$ cat src/rtl/tcc_mulq.sv
// ----------------------------------------------------------------------------
// tcc_mulq: pipelined signed Q32 multiplier
// Sign and magnitude product, one 16-bit slice of b per stage, then >>32.
// ----------------------------------------------------------------------------
module tcc_mulq #(
    parameter int A_W    = 48,
    parameter int B_W    = 38,
    parameter int SIDE_W = 1
) (
    input  logic                      clk,
    input  logic                      rst_n,
    input  logic                      in_valid,
    input  logic signed [A_W-1:0]     a,
    input  logic signed [B_W-1:0]     b,
    input  logic [SIDE_W-1:0]         in_side,
    output logic                      out_valid,
    output logic signed [A_W+B_W-32:0] res,
    output logic [SIDE_W-1:0]         out_side
);

    localparam int CH_W  = 16;
    localparam int NSTEP = (B_W + CH_W - 1) / CH_W;
    localparam int BP_W  = NSTEP * CH_W;
    localparam int P_W   = A_W + B_W;
    localparam int R_W   = P_W - 31;

    logic [NSTEP:0]    valid_reg;
    logic [P_W-1:0]    acc_reg   [NSTEP+1];
    logic [A_W-1:0]    mag_a_reg [NSTEP+1];
    logic [BP_W-1:0]   mag_b_reg [NSTEP+1];
    logic              neg_reg   [NSTEP+1];
    logic [SIDE_W-1:0] side_reg  [NSTEP+1];

    logic              out_valid_reg;
    logic [R_W-1:0]    res_reg;
    logic [SIDE_W-1:0] out_side_reg;

    logic [A_W-1:0]    a_mag;
    logic [B_W-1:0]    b_mag;
    logic [R_W-1:0]    r_mag;

    assign a_mag = a[A_W-1] ? A_W'(~a + 1'b1) : A_W'(a);
    assign b_mag = b[B_W-1] ? B_W'(~b + 1'b1) : B_W'(b);

    always_ff @(posedge clk or negedge rst_n)
    begin
        if (!rst_n)
        begin
            valid_reg[0] <= 1'b0;
        end
        else
        begin
            valid_reg[0] <= in_valid;
        end
    end

    always_ff @(posedge clk)
    begin
        acc_reg[0]   <= '0;
        mag_a_reg[0] <= a_mag;
        mag_b_reg[0] <= BP_W'(b_mag);
        neg_reg[0]   <= a[A_W-1] ^ b[B_W-1];
        side_reg[0]  <= in_side;
    end

    for (genvar j = 0; j < NSTEP; j++)
    begin : g_step
        logic [A_W+CH_W-1:0] pp;

        assign pp = {{CH_W{1'b0}}, mag_a_reg[j]}
                  * {{A_W{1'b0}}, mag_b_reg[j][CH_W*j +: CH_W]};

        always_ff @(posedge clk or negedge rst_n)
        begin
            if (!rst_n)
            begin
                valid_reg[j+1] <= 1'b0;
            end
            else
            begin
                valid_reg[j+1] <= valid_reg[j];
            end
        end

        always_ff @(posedge clk)
        begin
            acc_reg[j+1]   <= acc_reg[j] + (P_W'(pp) << (CH_W * j));
            mag_a_reg[j+1] <= mag_a_reg[j];
            mag_b_reg[j+1] <= mag_b_reg[j];
            neg_reg[j+1]   <= neg_reg[j];
            side_reg[j+1]  <= side_reg[j];
        end
    end

    // Truncation is on the magnitude, so the result rounds toward zero.
    assign r_mag = {1'b0, acc_reg[NSTEP][P_W-1:32]};

    always_ff @(posedge clk or negedge rst_n)
    begin
        if (!rst_n)
        begin
            out_valid_reg <= 1'b0;
        end
        else
        begin
            out_valid_reg <= valid_reg[NSTEP];
        end
    end

    always_ff @(posedge clk)
    begin
        res_reg      <= neg_reg[NSTEP] ? (~r_mag + 1'b1) : r_mag;
        out_side_reg <= side_reg[NSTEP];
    end

    assign out_valid = out_valid_reg;
    assign res       = res_reg;
    assign out_side  = out_side_reg;

endmodule

$ cat config.mk
export PLATFORM = sky130hd
export DESIGN_NAME = tcc_mulq
export DESIGN_NICKNAME = d
export VERILOG_FILES = /design/src/rtl/tcc_mulq.sv
export SDC_FILE = /design/constraint.sdc
export NUM_CORES = 2
export LEC_CHECK = 0
export BUFFER_PORTS_ARGS = -buffer_cell sky130_fd_sc_hd__buf_2
export CAP_MARGIN = 20
export CORE_MARGIN = 2
export CORE_UTILIZATION = 60
export CTS_BUF_LIST = sky130_fd_sc_hd__clkbuf_4
export DETAILED_ROUTE_END_ITERATION = 8
export PLACE_DENSITY = 0.8
export RECOVER_POWER = 25
export SYNTH_ARGS = -nofsm -noshare
export SYNTH_HDL_FRONTEND = slang
export SYNTH_SLANG_ARGS = --single-unit
$ cat constraint.sdc
create_clock -name clk -period 11.5 [get_ports clk]
set_input_delay 2.3 -clock clk [delete_from_list [all_inputs] [get_ports clk]]
set_output_delay 2.3 -clock clk [all_outputs]
set_load 0.02 [all_outputs]
==> impl_results.md <==
* Status: finished, final reports clean
* Max reg flops at around 150
* Fill cells at roughly 10000
* Hold endpoint: side_reg[2]
* HP Start: side_reg[1]
* Period minus WS final at about 10 ns
* Clk buf depth at 3
* Die area at between 100000 and 150000 um^2
* Hold-fix buffers, CTS at 0
* Synth warn at 0
* Most common cell after layout, fill and taps aside: inv_1
* Synthesized net count at slightly above 10000
* Crit path largest cell delay at about 0.77 ns
* Final wirelength at 194000 um
* Post-synthesis cell area at 73400 um^2
* Critical Path AT at roughly 11 ns
* First-pass GRT wire length at around 310000 um
* CP required at approximately 12 ns
* Nets at roughly 10000
* Setup-failing EPs final at 0
* # clock sinks at around 430
* Min-Delay Path Class: flip-flop to flip-flop
* CP Launch Point: mag_a_reg[1][14]
* Critical Path Fanout Max at 17
* Std-Cell Rows at between 100 and 150
* Mean number of vias per cell at approximately 5.7
* Die Width at ~350 um
* Setup_tns at 0 ns
* Flops & latches, synth at approximately 430
* Wire per inst at around 20 um
* Post-DP HPWL at 153000 um
* Setup bufs post-CTS at 0
* Flip-flop and latch area at roughly 8700 um^2
* Slew of the pin with the lowest slew margin at about 1.5 ns
* Most frequent cells in the layout: 1622 x inv_1, 1468 x fa_1, 1450 x nand2_1
* DRC Markers at 0
* Post-synth ARST share at under 10%
* Final Wtd Congestion at a little under 1
* Hold WS at 0.297 ns
* Hold path cells at 0
* All-Layer GR Usage at between 30% and 40%
* Final cycle utilization of the critical path at approximately 89%
* Pin count of the biggest net entering global routing at 56
* Root Buffer: clkbuf_4
* Crit-path most repeated cell: fa_1
* Worst skew pair latency at roughly 1.1 ns
* Antenna Violating Nets Remaining at 0
* Post-cts gate resize count at 0
* Slew HR at 2.39%
* Multi-input gate area at ~57000 um^2
* CP endpoint kind: flip-flop
* Crit Path Category: flip-flop to flip-flop
* FF-to-FF End: acc_reg[2][76]
* Vias at approximately 57000
* Grt total ovfl at 0
* Final hold vios at 0
* CTS tree: done
* Num ports at roughly 150
* Reg clk slew, reported paths at 0.07 ns
* Starting Density at 60.4%
* Slew Viols, Final at 0
* F_max at ~0.098 GHz
* Yosys cell types at 72
* Register area share after synthesis at 11.8%
* Worst R2R Path Depth at 35
* Number of synthesized flops with an enable pin at 0
* Drt pass-1 iters at 8
* Worst reg2reg path startpoint: mag_a_reg[1][14]
* H-Tree Depth at 3
* Initial antenna violation count at 14
* CTS Buf Count at approximately 120
* Startpoint types: flip-flop
* Worst R2R Setup Slack at 1.28 ns
* Layout cell share with drive strength beyond 1 at slightly above 5%
* Post-DP Area at around 75000 um^2
* Fin area at between 70000 and 80000 um^2
* Number of global-route vias before repair at 60500
* RSZ-0062 raised after global routing: false
* Synth Instances at approximately 8200
* Die extent in y at ~350 um
* 1st-iter DRT viols at a little over 5000
* Main synth FF type: dfxtp_1
* Core area at 122000 um^2
* Setup Skew at 0.0873 ns
* Max-cap violations at 0
* Slowest cell on crit path: clkbuf_1
* Layout area overhead at 4.93%
* Port bufs at 146
* Syn_area_per_cell at approximately 9 um^2
[worst max path at each step]
stage                           endpoint  slack [ns]  depth (start not counted)
after floorplan           acc_reg[2][76]        2.96                         36
after global placement    acc_reg[2][76]        1.80                         34
after detailed placement  acc_reg[2][76]        1.50                         34
after CTS                 acc_reg[2][76]        1.47                         34
after global routing      acc_reg[2][76]        0.54                         35
final                     acc_reg[2][76]        1.28                         35
[final cells by class]
cell class | count | area share (%)
Tap cell | 1625 | 2.64
Sequential cell | 433 | 11.3
Timing Repair Buffer | 225 | 1.61
Inverter | 1622 | 7.90
Clock inverter | 47 | 0.518
Clock buffer | 164 | 1.60
Multi-Input combinational cell | 5791 | 74.4
Antenna cell | 7 | 0.0227
[metal layers]
metal	up-vias	wire (um)	GRT usage (%)
li1	25000	-	-
met4	8	8300	12.3
met2	3193	85800	49.9
met3	672	24700	10.5
met1	27700	74900	40.7
met5	-	58	0
[stage by stage]
| step | util, % | cells | setup WS [ns] |
|---|---|---|---|
| 6_report | 63.4 | 9914 | 1.28 |
| 3_5_place_dp | 62.1 | 9695 | 1.50 |
| 5_1_grt | 63.4 | 9910 | 0.537 |
| 4_1_cts | 63.4 | 9906 | 1.47 |
| 2_1_floorplan | - | 8194 | 2.96 |
| 3_3_place_gp | 62.1 | 9694 | 1.80 |
[worst max-delay path: cells and delay by family (launching register included)]
family	cells	cell delay [ns]
and+or+nand+nor	14	2.72
adders and majority gates	8	3.84
xor gates and xnor gates	2	0.27
AOI/OAI and AO/OA	7	2.04
DFF	1	0.30
buffers and inverters	4	0.92
[cells in the mapped netlist (all sizes together) (4+ instances only)]
| cell type | number | area (um^2) |
|---|---|---|
| nand2 | 1450 | 5440 |
| o31a | 6 | 52.6 |
| nor3 | 31 | 155 |
| and4 | 9 | 78.8 |
| xor2 | 100 | 876 |
| nand2b | 30 | 188 |
| o31ai | 51 | 397 |
| a41oi | 4 | 35.0 |
| fa | 1468 | 29400 |
| and3 | 26 | 163 |
| o41ai | 19 | 166 |
| o21a | 28 | 210 |
| a221oi | 5 | 43.8 |
| nand3b | 7 | 52.6 |
| a31o | 11 | 96.3 |
| o211ai | 14 | 105 |
| a31oi | 24 | 150 |
| nor3b | 5 | 37.5 |
| mux2i | 4 | 40.0 |
| a211oi | 20 | 150 |
| clkbuf | 345 | 1290 |
| nor2b | 26 | 163 |
| inv | 1622 | 6090 |
| a2111oi | 4 | 35.0 |
| or2 | 14 | 87.6 |
| a21oi | 259 | 1300 |
| nand3 | 54 | 270 |
| or3 | 34 | 228 |
| and2 | 566 | 3540 |
| xnor2 | 284 | 2490 |
| o21ai | 174 | 871 |
| nand4 | 45 | 282 |
| or4 | 22 | 180 |
| a221o | 4 | 40.0 |
| a211o | 7 | 61.3 |
| dfrtp | 5 | 125 |
| a21o | 161 | 1210 |
| dfxtp | 428 | 8570 |
| o2111ai | 6 | 52.6 |
| ha | 593 | 7420 |
| a21boi | 9 | 67.6 |
| nor2 | 127 | 477 |
| nor4 | 10 | 62.6 |
| o21bai | 40 | 300 |
| a311o | 5 | 50.1 |
[cells by family (layout without fill, tap and decap cells)]
| kind of cell | Yosys count | count (layout) | synth area share [%] |
|---|---|---|---|
| XOR/XNOR | 384 | 384 | 4.58 |
| other | 0 | 7 | 0 |
| AND/OR/NAND/NOR | 2462 | 2462 | 15.6 |
| AO/OA/AOI/OAI | 879 | 879 | 7.70 |
| flip-flops | 433 | 433 | 11.8 |
| multiplexers | 5 | 5 | 0.0699 |
| adder cells (fa/ha/maj) | 2061 | 2061 | 50.1 |
| buffers and inverters | 1970 | 2058 | 10.1 |
Power is left out: the tool's default activity adds up to more than one toggle a clock period on the data nets, which glitch-free logic cannot reach.
