--- src/rtl/tcc_pkg.sv ---
// ----------------------------------------------------------------------------
// tcc_pkg: shared types and constants of the thermistor linearisation core
// Word layouts, fixed-point widths, coefficient resets and the load table.
// ----------------------------------------------------------------------------
package tcc_pkg;

    // Defaults of the top-level parameters.
    localparam int CHAN_COUNT_DEF = 10;
    localparam int ADC_BITS_DEF   = 12;

    // Field and register widths.
    localparam int CODE_W     = 12;
    localparam int CHAN_W     = 4;
    localparam int TEMP_W     = 15;
    localparam int COEF_W     = 48;
    localparam int CFG_IDX_W  = 2;
    localparam int LOAD_W     = 10;
    localparam int LOAD_TABLE_LEN = 10;

    // Fixed-point widths. Every log operand is below 2^26, so the integer
    // part of a log fits five bits and the derived terms stay within these.
    localparam int K_W        = 5;
    localparam int FRAC_W     = 32;
    localparam int LOG_STEPS  = 32;
    localparam int L_W        = 38;
    localparam int X_W        = 38;
    localparam int X2_W       = 42;
    localparam int X3_W       = 46;
    localparam int BX_W       = 55;
    localparam int CX3_W      = 63;
    localparam int S_W        = 64;
    localparam int LN2_W      = 33;
    localparam int DIV_BITS   = 16;

    localparam logic signed [LN2_W-1:0]  LN2_Q32      = 33'sd2977044472;
    localparam logic        [S_W-1:0]    HUNDRED_Q40  = 64'd109951162777600;
    localparam logic        [DIV_BITS-1:0] KELVIN_CENTI = 16'd27315;
    localparam logic        [TEMP_W-1:0] TEMP_MAX     = 15'd30000;

    localparam logic signed [COEF_W-1:0] COEF_CONST_RST  = 48'sd25556402623;
    localparam logic signed [COEF_W-1:0] COEF_LINEAR_RST = -48'sd3958611201;
    localparam logic signed [COEF_W-1:0] COEF_CUBIC_RST  = 48'sd16614673;

    typedef enum logic [CFG_IDX_W-1:0] {
        CFG_COEF_CONST  = 2'd0,
        CFG_COEF_LINEAR = 2'd1,
        CFG_COEF_CUBIC  = 2'd2
    } cfg_index_t;

    typedef struct packed {
        logic [CODE_W-1:0] adc_code;
        logic [CHAN_W-1:0] channel;
    } in_word_t;

    typedef struct packed {
        logic [TEMP_W-1:0] temperature_centi;
        logic              clamped;
    } out_word_t;

    typedef struct packed {
        logic [K_W-1:0]    k;
        logic [FRAC_W-1:0] m;
    } norm_t;

    // One word of the log chain: two lanes, numerator and denominator.
    typedef struct packed {
        logic [FRAC_W-1:0] m_num;
        logic [FRAC_W-1:0] m_den;
        logic [FRAC_W-1:0] f_num;
        logic [FRAC_W-1:0] f_den;
        logic [K_W-1:0]    k_num;
        logic [K_W-1:0]    k_den;
        logic              clamp;
    } log_t;

    // One word of the divider chain.
    typedef struct packed {
        logic [S_W-1:0]      rem;
        logic [S_W-1:0]      den;
        logic [DIV_BITS-1:0] num_lo;
        logic [DIV_BITS-1:0] quo;
        logic                clamp;
        logic                sat;
    } div_t;

    typedef struct packed {
        logic              clamp;
        logic signed [X_W-1:0] x;
    } side_x_t;

    typedef struct packed {
        logic              clamp;
        logic signed [BX_W-1:0] bx;
    } side_bx_t;

    function automatic logic [LOAD_W-1:0] load_ohms(input logic [CHAN_W-1:0] ch);
        logic [LOAD_W-1:0] r;
        case (ch)
            4'd0:    r = 10'd991;
            4'd1:    r = 10'd994;
            4'd2:    r = 10'd989;
            4'd3:    r = 10'd998;
            4'd4:    r = 10'd996;
            4'd5:    r = 10'd993;
            4'd6:    r = 10'd1002;
            4'd7:    r = 10'd987;
            4'd8:    r = 10'd984;
            4'd9:    r = 10'd996;
            default: r = '0;
        endcase
        return r;
    endfunction

    // Position of the top set bit and the value normalised to Q31.
    function automatic norm_t log_norm(input logic [FRAC_W-1:0] v);
        norm_t n;
        logic [K_W-1:0] k;
        k = '0;
        for (int i = 0; i < FRAC_W; i++) begin
            if (v[i]) begin
                k = K_W'(i);
            end
        end
        n.k = k;
        n.m = v << (K_W'(FRAC_W - 1) - k);
        return n;
    endfunction

endpackage

--- src/rtl/tcc_log_cell.sv ---
// ----------------------------------------------------------------------------
// tcc_log_cell: one squaring step of the binary logarithm
// Squares both mantissas and shifts one fraction bit into each lane.
// ----------------------------------------------------------------------------
module tcc_log_cell (
    input  logic          clk,
    input  logic          rst_n,
    input  logic          in_valid,
    input  tcc_pkg::log_t in_word,
    output logic          out_valid,
    output tcc_pkg::log_t out_word
);

    logic          valid_reg;
    tcc_pkg::log_t word_reg;
    tcc_pkg::log_t word_next;
    logic [2*tcc_pkg::FRAC_W-1:0] sq_num;
    logic [2*tcc_pkg::FRAC_W-1:0] sq_den;
    logic [tcc_pkg::FRAC_W:0]     t_num;
    logic [tcc_pkg::FRAC_W:0]     t_den;

    always_comb
    begin
        sq_num = {{tcc_pkg::FRAC_W{1'b0}}, in_word.m_num}
               * {{tcc_pkg::FRAC_W{1'b0}}, in_word.m_num};
        sq_den = {{tcc_pkg::FRAC_W{1'b0}}, in_word.m_den}
               * {{tcc_pkg::FRAC_W{1'b0}}, in_word.m_den};
        t_num = sq_num[2*tcc_pkg::FRAC_W-1:tcc_pkg::FRAC_W-1];
        t_den = sq_den[2*tcc_pkg::FRAC_W-1:tcc_pkg::FRAC_W-1];
        word_next       = in_word;
        // A square at or above two renormalises and yields a one bit.
        word_next.m_num = t_num[tcc_pkg::FRAC_W] ? t_num[tcc_pkg::FRAC_W:1]
                                                 : t_num[tcc_pkg::FRAC_W-1:0];
        word_next.m_den = t_den[tcc_pkg::FRAC_W] ? t_den[tcc_pkg::FRAC_W:1]
                                                 : t_den[tcc_pkg::FRAC_W-1:0];
        word_next.f_num = {in_word.f_num[tcc_pkg::FRAC_W-2:0], t_num[tcc_pkg::FRAC_W]};
        word_next.f_den = {in_word.f_den[tcc_pkg::FRAC_W-2:0], t_den[tcc_pkg::FRAC_W]};
    end

    always_ff @(posedge clk or negedge rst_n)
    begin
        if (!rst_n)
        begin
            valid_reg <= 1'b0;
        end
        else
        begin
            valid_reg <= in_valid;
        end
    end

    always_ff @(posedge clk)
    begin
        word_reg <= word_next;
    end

    assign out_valid = valid_reg;
    assign out_word  = word_reg;

endmodule

--- config.mk ---
export PLATFORM = sky130hd
export DESIGN_NAME = tcc_log_cell
export DESIGN_NICKNAME = d
export VERILOG_FILES = /design/src/rtl/tcc_pkg.sv /design/src/rtl/tcc_log_cell.sv
export SDC_FILE = /design/constraint.sdc
export NUM_CORES = 2
export LEC_CHECK = 0
export CAP_MARGIN = 20
export CORE_MARGIN = 1
export CORE_UTILIZATION = 62
export DETAILED_ROUTE_END_ITERATION = 10
export DONT_BUFFER_PORTS = 1
export GPL_TIMING_DRIVEN = 0
export PLACE_DENSITY = 0.85
export SYNTH_ARGS = -nofsm -noshare
export SYNTH_HDL_FRONTEND = slang
export SYNTH_SLANG_ARGS = --single-unit
--- constraint.sdc ---
create_clock -name clk -period 0.8 [get_ports clk]
set_input_delay 0.08 -clock clk [delete_from_list [all_inputs] [get_ports clk]]
set_output_delay 0.08 -clock clk [all_outputs]
set_load 0.02 [all_outputs]
==> key figures <==
STA
  – Worst Tran Pin Value: ~1.0 ns
  – RSZ-0062 raised after global routing: true
  – Setup total negative slack: -446.66 ns
  – F_max: ~0.13 GHz
  – Fin. max-slew vios: 0
  – Setup violators final: roughly 200
  – Setup WS post-layout: -6.685 ns
  – Fin crit period: approximately 7.5 ns
  – Period utilization: 9.356
  – Rel. slew slack: 0.3342
  – Endpoints failing hold: 0

Placed design
  – DP Worst Slack: -8.443 ns
  – Dpl hpwl: around 160000 µm
  – Gp weighted congestion: about 1.1
  – Port Buffers: 0
  – Post-Place Cell Area: between 60000 and 70000 µm²
  – Placed insts: slightly below 8k

Critical path
  – Worst EP arrival: about 7.8 ns
  – Startpoint Class: primary input
  – Crit path buffers/inverters: 5
  – Setup crit end kind: flop
  – Top cell by count, worst path: fa_1
  – CP max stage cell: fa_1
  – WS Path Type: in2reg
  – Worst-path fanout max: 10
  – Worst path required time: approximately 1.1 ns
  – Cell family with most CP delay: adder cells
  – Crit path largest cell delay: 0.53 ns
  – Worst setup path start: in_word[76]

Floorplanning
  – Die W: about 320 µm
  – Number of placement rows: approximately 120
  – # IOs: between 200 and 300
  – Die Area: just over 100000 µm²
  – Core Box Area: ~99000 µm²
  – Starting density of the core: 0.6274
  – Chip height: 317.8 µm

Run
  – Max Cap Violations: 0

Clocking
  – H-tree depth: 4
  – Max Buffers Root-to-Sink: 2
  – CTS sink cnt: 140
  – CTS buffer count: 17
  – CTS tree: done
  – Clk pin slew, worst setup/hold paths: around 0.070 ns
  – Clk root buf: clkbuf_16

Run status
  – Failing checks: negative setup slack
  – Outcome: finished, violations left

Synth
  – Seq/Total Area, Yosys: 0.04540
  – Async S/R FF share, synth: 0.007143
  – Syn Nets: around 8.8k
  – Cell variety after synth: a little over 70
  – Post-synthesis instance total: ~6.5k
  – Post-synth top flop: dfxtp_1
  – YS warnings: 0
  – Avg Cell Area, Syn: around 9.5 µm²
  – Yosys reg bits: 140
  – Post-synth EDFFs: 0
  – Post-Syn Area: 61840 µm²

Routing
  – DRC errors left: 0
  – DR vias/cell: 5.870
  – Post-route ant nets: 0
  – DRT iter0 DRCs: ~4.7k
  – DRT Pass-1 Iters: 5
  – Post-DR wirelength/cell: roughly 25 µm
  – Wirelength, routed: around 200000 µm
  – Via count: 47.34k

Cells and area
  – Synthesis-to-layout area growth: 14.50%
  – Final net count: around 9k
  – Layout cells sized above 1: 0.1371
  – Fin cells: a little over 8k
  – Final instance area: a little over 70000 µm²

Global route
  – Largest net degree at the start of global routing: 17
  – First-pass GRT wire length: between 300000 and 400000 µm
  – Total global routing overflow: 0
  – Initial antenna violation count: 19
  – Vias in the first global route: ~53k
  – Gr usage total: 0.4123

Worst hold path
  – Startpoint of the worst hold path: in_word[24]
  – Worst min path class: in2reg
## sequential cells by signal (all words and copies together) (netlist names)
| register | flops |
|---|---|
| out_valid | 1 |
| out_word | 139 |
## cell type report
type,instances,area [µm²]
clock inverters,13,178.9
well taps,1287,1610
repair buffers,246,2424
multi-input cells,4167,52600
plain buffers,229,2828
diodes,14,35.03
fillers,6819,27760
flip-flops and latches,140,3331
inverters,1949,7351
clock buffers,19,442.9
## metrics by stage
stage / hold WS (ns) / utilization
6_report: 0.1701 / 0.7184
4_1_cts: 0.1595 / 0.7047
3_3_place_gp: -0.2156 / 0.6566
3_5_place_dp: -0.2156 / 0.6569
5_1_grt: 0.1498 / 0.7181
2_1_floorplan: -0.2156 / -
## cell families (layout without fill, tap and decap cells)
group / after synthesis / count (layout) / synth area share
XOR/XNOR: 159 / 159 / 0.02264
flip-flops: 140 / 140 / 0.04540
other: 0 / 14 / 0
buffers and inverters: 2191 / 2456 / 0.1332
AO/OA/AOI/OAI: 453 / 453 / 0.04943
AND/OR/NAND/NOR: 1305 / 1305 / 0.1039
adder cells (fa/ha/maj): 2180 / 2180 / 0.6331
multiplexers: 70 / 70 / 0.01228
## final timing paths
| path | end | cells past startpoint |
|---|---|---|
| setup / recovery | out_word[75] | 27 |
| hold / removal | out_word[25] | 1 |
| max in group asynchronous | out_valid | 2 |
| min in group asynchronous | out_valid | 2 |
## per-layer routing
metal	global-route usage	part of all wire
met1	0.5077	0.35
met4	0.2391	0.070
met5	0.005674	0.00062
met2	0.6307	0.45
met3	0.1444	0.13
## synthesized netlist by cell type, drive strengths merged, types with 3 or more instances
cell type | number | area share
inv | 1948 | 0.12
fa | 1582 | 0.51
ha | 598 | 0.12
nand2 | 573 | 0.035
and2 | 460 | 0.047
clkbuf | 231 | 0.014
a21oi | 139 | 0.011
dfxtp | 139 | 0.045
nor2 | 117 | 0.0071
a21o | 97 | 0.012
xnor2 | 81 | 0.012
xor2 | 78 | 0.011
o21ai | 56 | 0.0045
mux2 | 47 | 0.0086
nand4 | 30 | 0.0030
nand3 | 29 | 0.0023
o21bai | 26 | 0.0032
a31o | 23 | 0.0033
mux2i | 23 | 0.0037
a31oi | 22 | 0.0025
nor2b | 18 | 0.0018
and3 | 15 | 0.0015
nor3 | 15 | 0.0012
o21a | 14 | 0.0017
or2 | 13 | 0.0013
buf | 11 | 0.00087
and4 | 10 | 0.0014
a211oi | 9 | 0.0013
nand2b | 9 | 0.00091
o211ai | 8 | 0.00097
a2111oi | 7 | 0.00099
or3 | 7 | 0.00071
a41o | 6 | 0.00097
a41oi | 5 | 0.00071
a211o | 4 | 0.00057
a221oi | 4 | 0.00057
o22ai | 4 | 0.00040
o41ai | 4 | 0.00087
a221o | 3 | 0.00049
o2111ai | 3 | 0.00042
## timing repair
action,CTS,global route
gates resized for setup,718,245
cloned,5,1
pin swaps,113,148
setup endpoints to repair,206,206
setup buffers,90,74
hold buffers,76,0
endpoints found under the hold margin,75,0
## cell usage in the layout, fill, tap and decap left out, drive strengths merged, types with 15 or more instances in the layout
master,n
and3,15
and2,460
xor2,78
o21ai,56
dlygate4sd3,76
a21o,97
mux2,47
fa,1582
nor2b,18
nor3,15
a21oi,139
clkbuf,201
nor2,117
nand3,29
ha,598
o21bai,26
xnor2,81
a31o,23
dfxtp,139
inv,1945
nand4,30
nand2,573
a31oi,22
mux2i,23
buf,217
Power is left out: the tool's default activity adds up to more than one toggle a clock period on the data nets, which glitch-free logic cannot reach.
