<file path="src/rtl/tcc_pkg.sv">
// ----------------------------------------------------------------------------
// tcc_pkg: shared types and constants of the thermistor linearisation core
// Word layouts, fixed-point widths, coefficient resets and the load table.
// ----------------------------------------------------------------------------
package tcc_pkg;

    // Defaults of the top-level parameters.
    localparam int CHAN_COUNT_DEF = 10;
    localparam int ADC_BITS_DEF   = 12;

    // Field and register widths.
    localparam int CODE_W     = 12;
    localparam int CHAN_W     = 4;
    localparam int TEMP_W     = 15;
    localparam int COEF_W     = 48;
    localparam int CFG_IDX_W  = 2;
    localparam int LOAD_W     = 10;
    localparam int LOAD_TABLE_LEN = 10;

    // Fixed-point widths. Every log operand is below 2^26, so the integer
    // part of a log fits five bits and the derived terms stay within these.
    localparam int K_W        = 5;
    localparam int FRAC_W     = 32;
    localparam int LOG_STEPS  = 32;
    localparam int L_W        = 38;
    localparam int X_W        = 38;
    localparam int X2_W       = 42;
    localparam int X3_W       = 46;
    localparam int BX_W       = 55;
    localparam int CX3_W      = 63;
    localparam int S_W        = 64;
    localparam int LN2_W      = 33;
    localparam int DIV_BITS   = 16;

    localparam logic signed [LN2_W-1:0]  LN2_Q32      = 33'sd2977044472;
    localparam logic        [S_W-1:0]    HUNDRED_Q40  = 64'd109951162777600;
    localparam logic        [DIV_BITS-1:0] KELVIN_CENTI = 16'd27315;
    localparam logic        [TEMP_W-1:0] TEMP_MAX     = 15'd30000;

    localparam logic signed [COEF_W-1:0] COEF_CONST_RST  = 48'sd25556402623;
    localparam logic signed [COEF_W-1:0] COEF_LINEAR_RST = -48'sd3958611201;
    localparam logic signed [COEF_W-1:0] COEF_CUBIC_RST  = 48'sd16614673;

    typedef enum logic [CFG_IDX_W-1:0] {
        CFG_COEF_CONST  = 2'd0,
        CFG_COEF_LINEAR = 2'd1,
        CFG_COEF_CUBIC  = 2'd2
    } cfg_index_t;

    typedef struct packed {
        logic [CODE_W-1:0] adc_code;
        logic [CHAN_W-1:0] channel;
    } in_word_t;

    typedef struct packed {
        logic [TEMP_W-1:0] temperature_centi;
        logic              clamped;
    } out_word_t;

    typedef struct packed {
        logic [K_W-1:0]    k;
        logic [FRAC_W-1:0] m;
    } norm_t;

    // One word of the log chain: two lanes, numerator and denominator.
    typedef struct packed {
        logic [FRAC_W-1:0] m_num;
        logic [FRAC_W-1:0] m_den;
        logic [FRAC_W-1:0] f_num;
        logic [FRAC_W-1:0] f_den;
        logic [K_W-1:0]    k_num;
        logic [K_W-1:0]    k_den;
        logic              clamp;
    } log_t;

    // One word of the divider chain.
    typedef struct packed {
        logic [S_W-1:0]      rem;
        logic [S_W-1:0]      den;
        logic [DIV_BITS-1:0] num_lo;
        logic [DIV_BITS-1:0] quo;
        logic                clamp;
        logic                sat;
    } div_t;

    typedef struct packed {
        logic              clamp;
        logic signed [X_W-1:0] x;
    } side_x_t;

    typedef struct packed {
        logic              clamp;
        logic signed [BX_W-1:0] bx;
    } side_bx_t;

    function automatic logic [LOAD_W-1:0] load_ohms(input logic [CHAN_W-1:0] ch);
        logic [LOAD_W-1:0] r;
        case (ch)
            4'd0:    r = 10'd991;
            4'd1:    r = 10'd994;
            4'd2:    r = 10'd989;
            4'd3:    r = 10'd998;
            4'd4:    r = 10'd996;
            4'd5:    r = 10'd993;
            4'd6:    r = 10'd1002;
            4'd7:    r = 10'd987;
            4'd8:    r = 10'd984;
            4'd9:    r = 10'd996;
            default: r = '0;
        endcase
        return r;
    endfunction

    // Position of the top set bit and the value normalised to Q31.
    function automatic norm_t log_norm(input logic [FRAC_W-1:0] v);
        norm_t n;
        logic [K_W-1:0] k;
        k = '0;
        for (int i = 0; i < FRAC_W; i++) begin
            if (v[i]) begin
                k = K_W'(i);
            end
        end
        n.k = k;
        n.m = v << (K_W'(FRAC_W - 1) - k);
        return n;
    endfunction

endpackage

</file>
<file path="src/rtl/tcc_div_cell.sv">
// ----------------------------------------------------------------------------
// tcc_div_cell: one quotient bit of the restoring divider
// Shifts in one numerator bit, compares against the divisor, subtracts.
// ----------------------------------------------------------------------------
module tcc_div_cell (
    input  logic          clk,
    input  logic          rst_n,
    input  logic          in_valid,
    input  tcc_pkg::div_t in_word,
    output logic          out_valid,
    output tcc_pkg::div_t out_word
);

    logic          valid_reg;
    tcc_pkg::div_t word_reg;
    tcc_pkg::div_t word_next;
    logic [tcc_pkg::S_W-1:0] r2;
    logic                    ge;

    always_comb
    begin
        r2 = {in_word.rem[tcc_pkg::S_W-2:0], in_word.num_lo[tcc_pkg::DIV_BITS-1]};
        ge = (r2 >= in_word.den);
        word_next        = in_word;
        word_next.rem    = ge ? (r2 - in_word.den) : r2;
        word_next.num_lo = {in_word.num_lo[tcc_pkg::DIV_BITS-2:0], 1'b0};
        word_next.quo    = {in_word.quo[tcc_pkg::DIV_BITS-2:0], ge};
    end

    always_ff @(posedge clk or negedge rst_n)
    begin
        if (!rst_n)
        begin
            valid_reg <= 1'b0;
        end
        else
        begin
            valid_reg <= in_valid;
        end
    end

    always_ff @(posedge clk)
    begin
        word_reg <= word_next;
    end

    assign out_valid = valid_reg;
    assign out_word  = word_reg;

endmodule

</file>
<file path="config.mk">
export PLATFORM = sky130hd
export DESIGN_NAME = tcc_div_cell
export DESIGN_NICKNAME = d
export VERILOG_FILES = /design/src/rtl/tcc_pkg.sv /design/src/rtl/tcc_div_cell.sv
export SDC_FILE = /design/constraint.sdc
export NUM_CORES = 1
export LEC_CHECK = 0
export ABC_AREA = 1
export BUFFER_PORTS_ARGS = -buffer_cell sky130_fd_sc_hd__buf_2
export CAP_MARGIN = 20
export CORE_UTILIZATION = 30
export DETAILED_ROUTE_END_ITERATION = 8
export GPL_TIMING_DRIVEN = 1
export PLACE_DENSITY_LB_ADDON = 0.3
export SYNTH_ARGS = -nofsm -noshare
export SYNTH_HDL_FRONTEND = slang
export SYNTH_SLANG_ARGS = --single-unit
</file>
<file path="constraint.sdc">
create_clock -name clk -period 0.8 [get_ports clk]
set_input_delay 0.04 -clock clk [delete_from_list [all_inputs] [get_ports clk]]
set_output_delay 0.04 -clock clk [all_outputs]
set_load 0.03 [all_outputs]
</file>
==> results.yml, run 1 <==
global_route:
  grt_pass1_vias: 13500
  grt-ovfl-total: 0
  grt_max_degree: 17
  grt_pass1_wl_um: 72200
  antenna_found_initial: 0
  grt_util_all_layers_pct: 26.7
run_status:
  status: "complete, but fails checks"
  violations: "setup timing"
place:
  dp_hpwl_um: 34300
  io_buffers: 324
  placed_cell_area_um2: 14600
  gp_congestion: 0.951
timing:
  finalCriticalPeriod_ps: 1630
  slew_violations: 0
  rsz0062_at_grt: "true"
  setup_ws_ps: -831
  finalSetupViolCount: 227
  fin_crit_sh_pct: 204
  max_freq_mhz: 613
  hold_violations: 0
hold_path:
  hold_path_end: "out_word[105]"
  hold_path.startpoint: "in_word[104]"
  hp-class: "input pin to register"
  min_path_cells: 5
setup_path:
  crit_path_end_kind: "register"
  worstPathArrival_ps: 1980
  critical_path.max_fanout: 10
  startpoint_type: "input pin"
  cp.required_ps: 1150
  crit_type: "input pin to register"
synth:
  synth_nets: 1976
  netlist_instances: 1746
  yosys_warnings: 0
  avgSynthCellArea_um2: 5.94
  synth_top_family_by_area: "simple AND/OR/NAND/NOR gates"
  ys_ff_latch: 162
  synth_simple_gate_area_share_pct: 39.8
  synthMuxAreaShare_pct: 0
  yosysUniqueCellTypes: 31
  synthAdderAreaFrac_pct: 7.92
  synth-compound-area-share_pct: 2.50
  syn-cell-area_um2: 10400
  synth-xor-area-share_pct: 2.62
  ys_seq_area_share_pct: 31.3
power_and_ir_drop:
  powerDensity_nw_per_um2: 1630
  p_leak_nw: 11.0
  power_w: 0.0324
  vdd_ir_drop_max_mv: 1.55
floorplan:
  start_util_pct: 30.7
  dieArea_um2: 35300
  die_x_um: 188
  rows: 67
  io_pins: 328
  core_area_um2: 33800
  die_h_um: 188
detailed_routing:
  post_drt_wl_per_cell_um: 15.9
  drtIter0Drc: 645
  drc: 0
  viasPerCell: 4.39
  drt_pre_antenna_iters: 5
  drtAntennaViolNets: 0
  finalWirelength_um: 47800
  dr_total_vias: 13200
clock_tree:
  clk_pin_slew_ps: 70
  cts_max_path_buffers: 2
  cts_tree: "built"
  cts_max_level: 4
  cts_sinks: 162
  cts_buffers: 17
  cts_root_buffer: "clkbuf_16"
flow_run:
  drv_cap: 0
finish:
  final_area_um2: 19900
  final_layout_size_suffix_gt1_share_pct: 42.3
  syn_to_final_growth_pct: 91.7
  n_antenna_cell: 0
  fin_nets: 2779
routing by layer:
layer  share of wire, %  GRT usage, %  vias up  routed length [µm]
met1                 45          33.5     6017               21300
met3                5.2          4.72       54                2470
met4                2.4          7.72        0                1160
li1                   -             -     6743                   -
met5                  0             0        -                   0
met2                 48          46.4      390               22900
power breakdown:
group          internal, W  total [W]  switching, W
Sequential         0.00913    0.00960      0.000467
Clock              0.00501    0.00868       0.00366
Combinational      0.00661     0.0142       0.00756
state kept, by name (all words and copies together), names as in the netlist:
name and cells:
out_valid 1, out_word 161
logic make-up (layout without fill, tap and decap cells):
family,Yosys count,in the layout
AOI/OAI and AO/OA,51,51
xor gates and xnor gates,31,31
adders and majority gates,65,65
buffers and inverters,423,1239
DFF,162,162
other,1,1
and+or+nand+nor,1013,1013
per-stage QoR:
stage	setup TNS, ps	util [%]	hold slack [ps]	worst slack (ps)	instances
after floorplan	-60200	-	-256	-963	1746
after global placement	-84080	43.2	-186	-1490	2779
after detailed placement	-85420	43.2	-183	-1460	2779
after CTS	-72840	57.3	-325	-745	2996
after global routing	-83610	58.8	59.9	-884	3010
final	-73460	58.8	52.5	-831	3010
what timing repair did:
item / in CTS / in global routing
endpoints found under the setup margin: 227 / 227
pin swaps: 33 / 15
cloned: 7 / 4
hold buffers: 160 / 4
buffers inserted: 18 / 6
endpoints found under the hold margin: 162 / 3
gates resized for setup: 679 / 82
Yosys cell counts, drive strengths merged:
cell	number	area [µm²]
nor2	118	465
dfrtp	1	25.0
nor3	10	65.1
nand2	768	2920
dfxtp	161	3220
ha	64	801
and2	2	12.5
xnor2	1	8.76
nor4	3	18.8
nand4	20	125
fa	1	20.0
clkinv	2	7.51
conb	1	3.75
and3	1	6.26
inv	407	1530
o21ai	8	40.0
nand3	91	510
a21oi	43	219
buf	14	105
xor2	30	263
worst max path at each step:
stage	from	end	cells after the start
2_1_floorplan	in_word[33]	out_word[137]	18
3_3_place_gp	in_word[85]	out_word[161]	14
3_5_place_dp	in_word[85]	out_word[161]	14
4_1_cts	in_word[33]	out_word[145]	20
5_1_grt	in_word[33]	out_word[153]	20
6_report	in_word[33]	out_word[151]	20
cells in the final DEF, fill, tap and decap left out, types with 4 or more instances in the layout:
cell type / n
a21oi_1: 31
a21oi_2: 11
buf_12: 6
buf_16: 8
buf_2: 157
buf_4: 286
buf_6: 172
clkbuf_16: 21
clkinvlp_4: 4
dfxtp_2: 159
dlygate4sd3_1: 164
ha_1: 10
ha_4: 51
inv_1: 377
inv_2: 28
nand2_1: 672
nand2_2: 79
nand2_4: 16
nand3_1: 68
nand3_2: 21
nand4_1: 20
nor2_1: 81
nor2_2: 25
nor2_4: 12
nor3_1: 5
nor3_4: 4
o21ai_0: 5
xor2_1: 30
worst max-delay path: stages:
cell and delay [ps]:
buf_8 90, inv_12 30, ha_4 150, fa_2 350, inv_2 70, nand3_2 80
nand2_4 100, nand2_4 50, nand2_4 60, nand2_2 50, nand2_2 70, nand2_2 80
nand3_4 70, nand2_4 70, nand2_8 90, buf_12 120, inv_16 70, clkbuf_16 170
nand2_1 70, nand2_1 60
cell type report:
class                      count  area, µm²
fill                        3061      13900
timing repair buffer         798       6970
multi-input combinational   1161       6720
sequential                   162       3450
inverter                     409       1560
tap                          448        561
clock buffer                  21        450
clock inverter                11        151
Power figures use the tool's default switching activity.
==> run 2: changes to the inputs <==
GPL_ROUTABILITY_DRIVEN = 0   (was default)
SETUP_SLACK_MARGIN = 0.4   (was default)
==> run 2 against run 1 <==
The flow finishes with violations (hold timing, setup timing). Sequential power fell by 1%. Cell count fell by 3.8%. Routed wire length fell by 10%. Combinational power fell by 7%. First-iteration DRC count rose by 30%. Clock-buffer cell count fell by 3. Hold slack got worse by 270 ps. Critical path type unchanged.
==> results.yml, run 2 (synthesis results as in run 1) <==
setup_path:
  slowest_delay_ps: 350
  crit_type: "input pin to register"
  critPathTopFamily: "simple AND/OR/NAND/NOR gates"
  worstPathCellList: "buf_2, inv_1, ha_1, nand2_2, nor2_4, nand2_1, nor2_4, nand4_1, nand3_2, nand2_2, nand2_4, buf_12, inv_16, buf_12, nand2_1, nand2_1"
  crit_slowest_cell: "ha_1"
  worstPathArrival_ps: 1990
  startpoint: "in_word[58]"
  worst-path-buf-inv: 5
  critical_path.max_fanout: 7
  critical_path_depth: 16
  crit_path_end_kind: "register"
  cp.required_ps: 1140
  critPathMostFrequentCell: "nand2_1"
  endpoint: "out_word[121]"
  startpoint_type: "input pin"
clock_tree:
  cts_max_path_buffers: 2
  clk_pin_slew_ps: 70
  cts_buffers: 17
  cts_tree: "built"
  cts_max_level: 4
  cts_sinks: 162
  cts_root_buffer: "clkbuf_16"
finish:
  largest_reg_flops: 161
  final_area_um2: 18900
  syn_to_final_growth_pct: 82.6
  mostFrequentLayoutCells: "nand2_1, inv_1, buf_4"
  final_common_cell: "nand2_1"
  fin_nets: 2666
  n_antenna_cell: 0
  final_layout_size_suffix_gt1_share_pct: 40.6
  final_util_pct: 56.0
global_route:
  grt-ovfl-total: 0
  grt_pass1_wl_um: 65000
  grt_max_degree: 21
  grt_pass1_vias: 12600
  grt_util_all_layers_pct: 23.7
  antenna_found_initial: 0
timing:
  setup_ws_ps: -842
  max_freq_mhz: 609
  rsz0062_at_grt: "true"
  hold_violations: 68
  slew_violations: 0
  fin_tns_setup_ps: -78080
  fin_crit_sh_pct: 205
  finalSetupViolCount: 227
  holdWs_ps: -212
  finalCriticalPeriod_ps: 1640
power_and_ir_drop:
  vdd_ir_drop_max_mv: 1.68
  p_leak_nw: 10.5
  powerDensity_nw_per_um2: 1650
floorplan:
  rows: 67
  die_h_um: 188
  core_area_um2: 33800
  io_pins: 328
  dieArea_um2: 35300
  die_x_um: 188
  start_util_pct: 30.7
hold_path:
  hp-class: "input pin to register"
  min_path_cells: 3
detailed_routing:
  drt_pre_antenna_iters: 5
  finalWirelength_um: 42900
  drtAntennaViolNets: 0
  post_drt_wl_per_cell_um: 14.8
  dr_total_vias: 12800
  viasPerCell: 4.43
  drtIter0Drc: 839
  drc: 0
flow_run:
  drv_cap: 0
place:
  io_buffers: 324
  placed_cell_area_um2: 14900
  dp_hpwl_um: 32100
run_status:
  status: "complete, but fails checks"
  violations: "hold timing, setup timing"
-- run 2: changes by cell type in the layout (fill, tap and decap cells not counted), sizes merged --
| cell | change |
|---|---|
| clkbuf | -1 |
| inv | +1 |
| clkinv | +5 |
| clkinvlp | -2 |
| buf | -47 |
| dlygate4sd3 | -69 |
-- run 2: metal layers --
layer / GRT usage, % / vias up / wire (µm)
met4: 10.2 / 0 / 1460
met2: 39.0 / 523 / 19700
met5: 0 / - / 0
met1: 29.5 / 5711 / 18300
met3: 5.30 / 89 / 3450
li1: - / 6513 / -
-- run 2: repair_timing --
action,4_1_cts,5_1_grt
gates resized for setup,470,55
pin swaps,14,6
cloned,7,7
hold buffers,94,1
setup endpoints to repair,227,227
buffers inserted,14,2
hold endpoints to repair,162,69
-- run 2: report_power, final --
group / internal, W / switching (W) / total (W)
registers: 0.00903 / 0.000465 / 0.00950
logic: 0.00605 / 0.00714 / 0.0132
clock network: 0.00488 / 0.00358 / 0.00847
-- run 2: layout make-up --
cell class                      count  area (µm²)
Clock inverter                     14         161
Timing Repair inverter              1        11.3
Multi-Input combinational cell   1161        6400
Inverter                          409        1560
Clock buffer                       18         429
Sequential cell                   162        3850
Timing Repair Buffer              684        5940
Tap cell                          448         561
Fill cell                        3197       14900
-- run 2: tightest hold or removal path, cell delays in order --
cell and delay (ps):
buf_2 90, nand2_1 50, nand2_1 40
-- run 2: how the worst min path moves through the flow --
stage	startpoint	end
6_report	in_word[125]	out_word[126]
5_1_grt	in_word[91]	out_word[91]
4_1_cts	in_word[34]	out_word[34]
3_5_place_dp	rst_n	out_valid
3_3_place_gp	rst_n	out_valid
2_1_floorplan	rst_n	out_valid
-- run 2: through the flow --
| stage | hold WS [ps] | power [W] | setup slack [ps] | cells |
|---|---|---|---|---|
| finish | -212 | 0.0312 | -842 | 2897 |
| CTS | -332 | 0.0308 | -699 | 2887 |
| global route | -214 | 0.0329 | -882 | 2897 |
| global placement | -184 | 0.0194 | -1370 | 2740 |
| floorplan | -256 | 0.0154 | -963 | 1746 |
| detailed placement | -182 | 0.0195 | -1380 | 2740 |
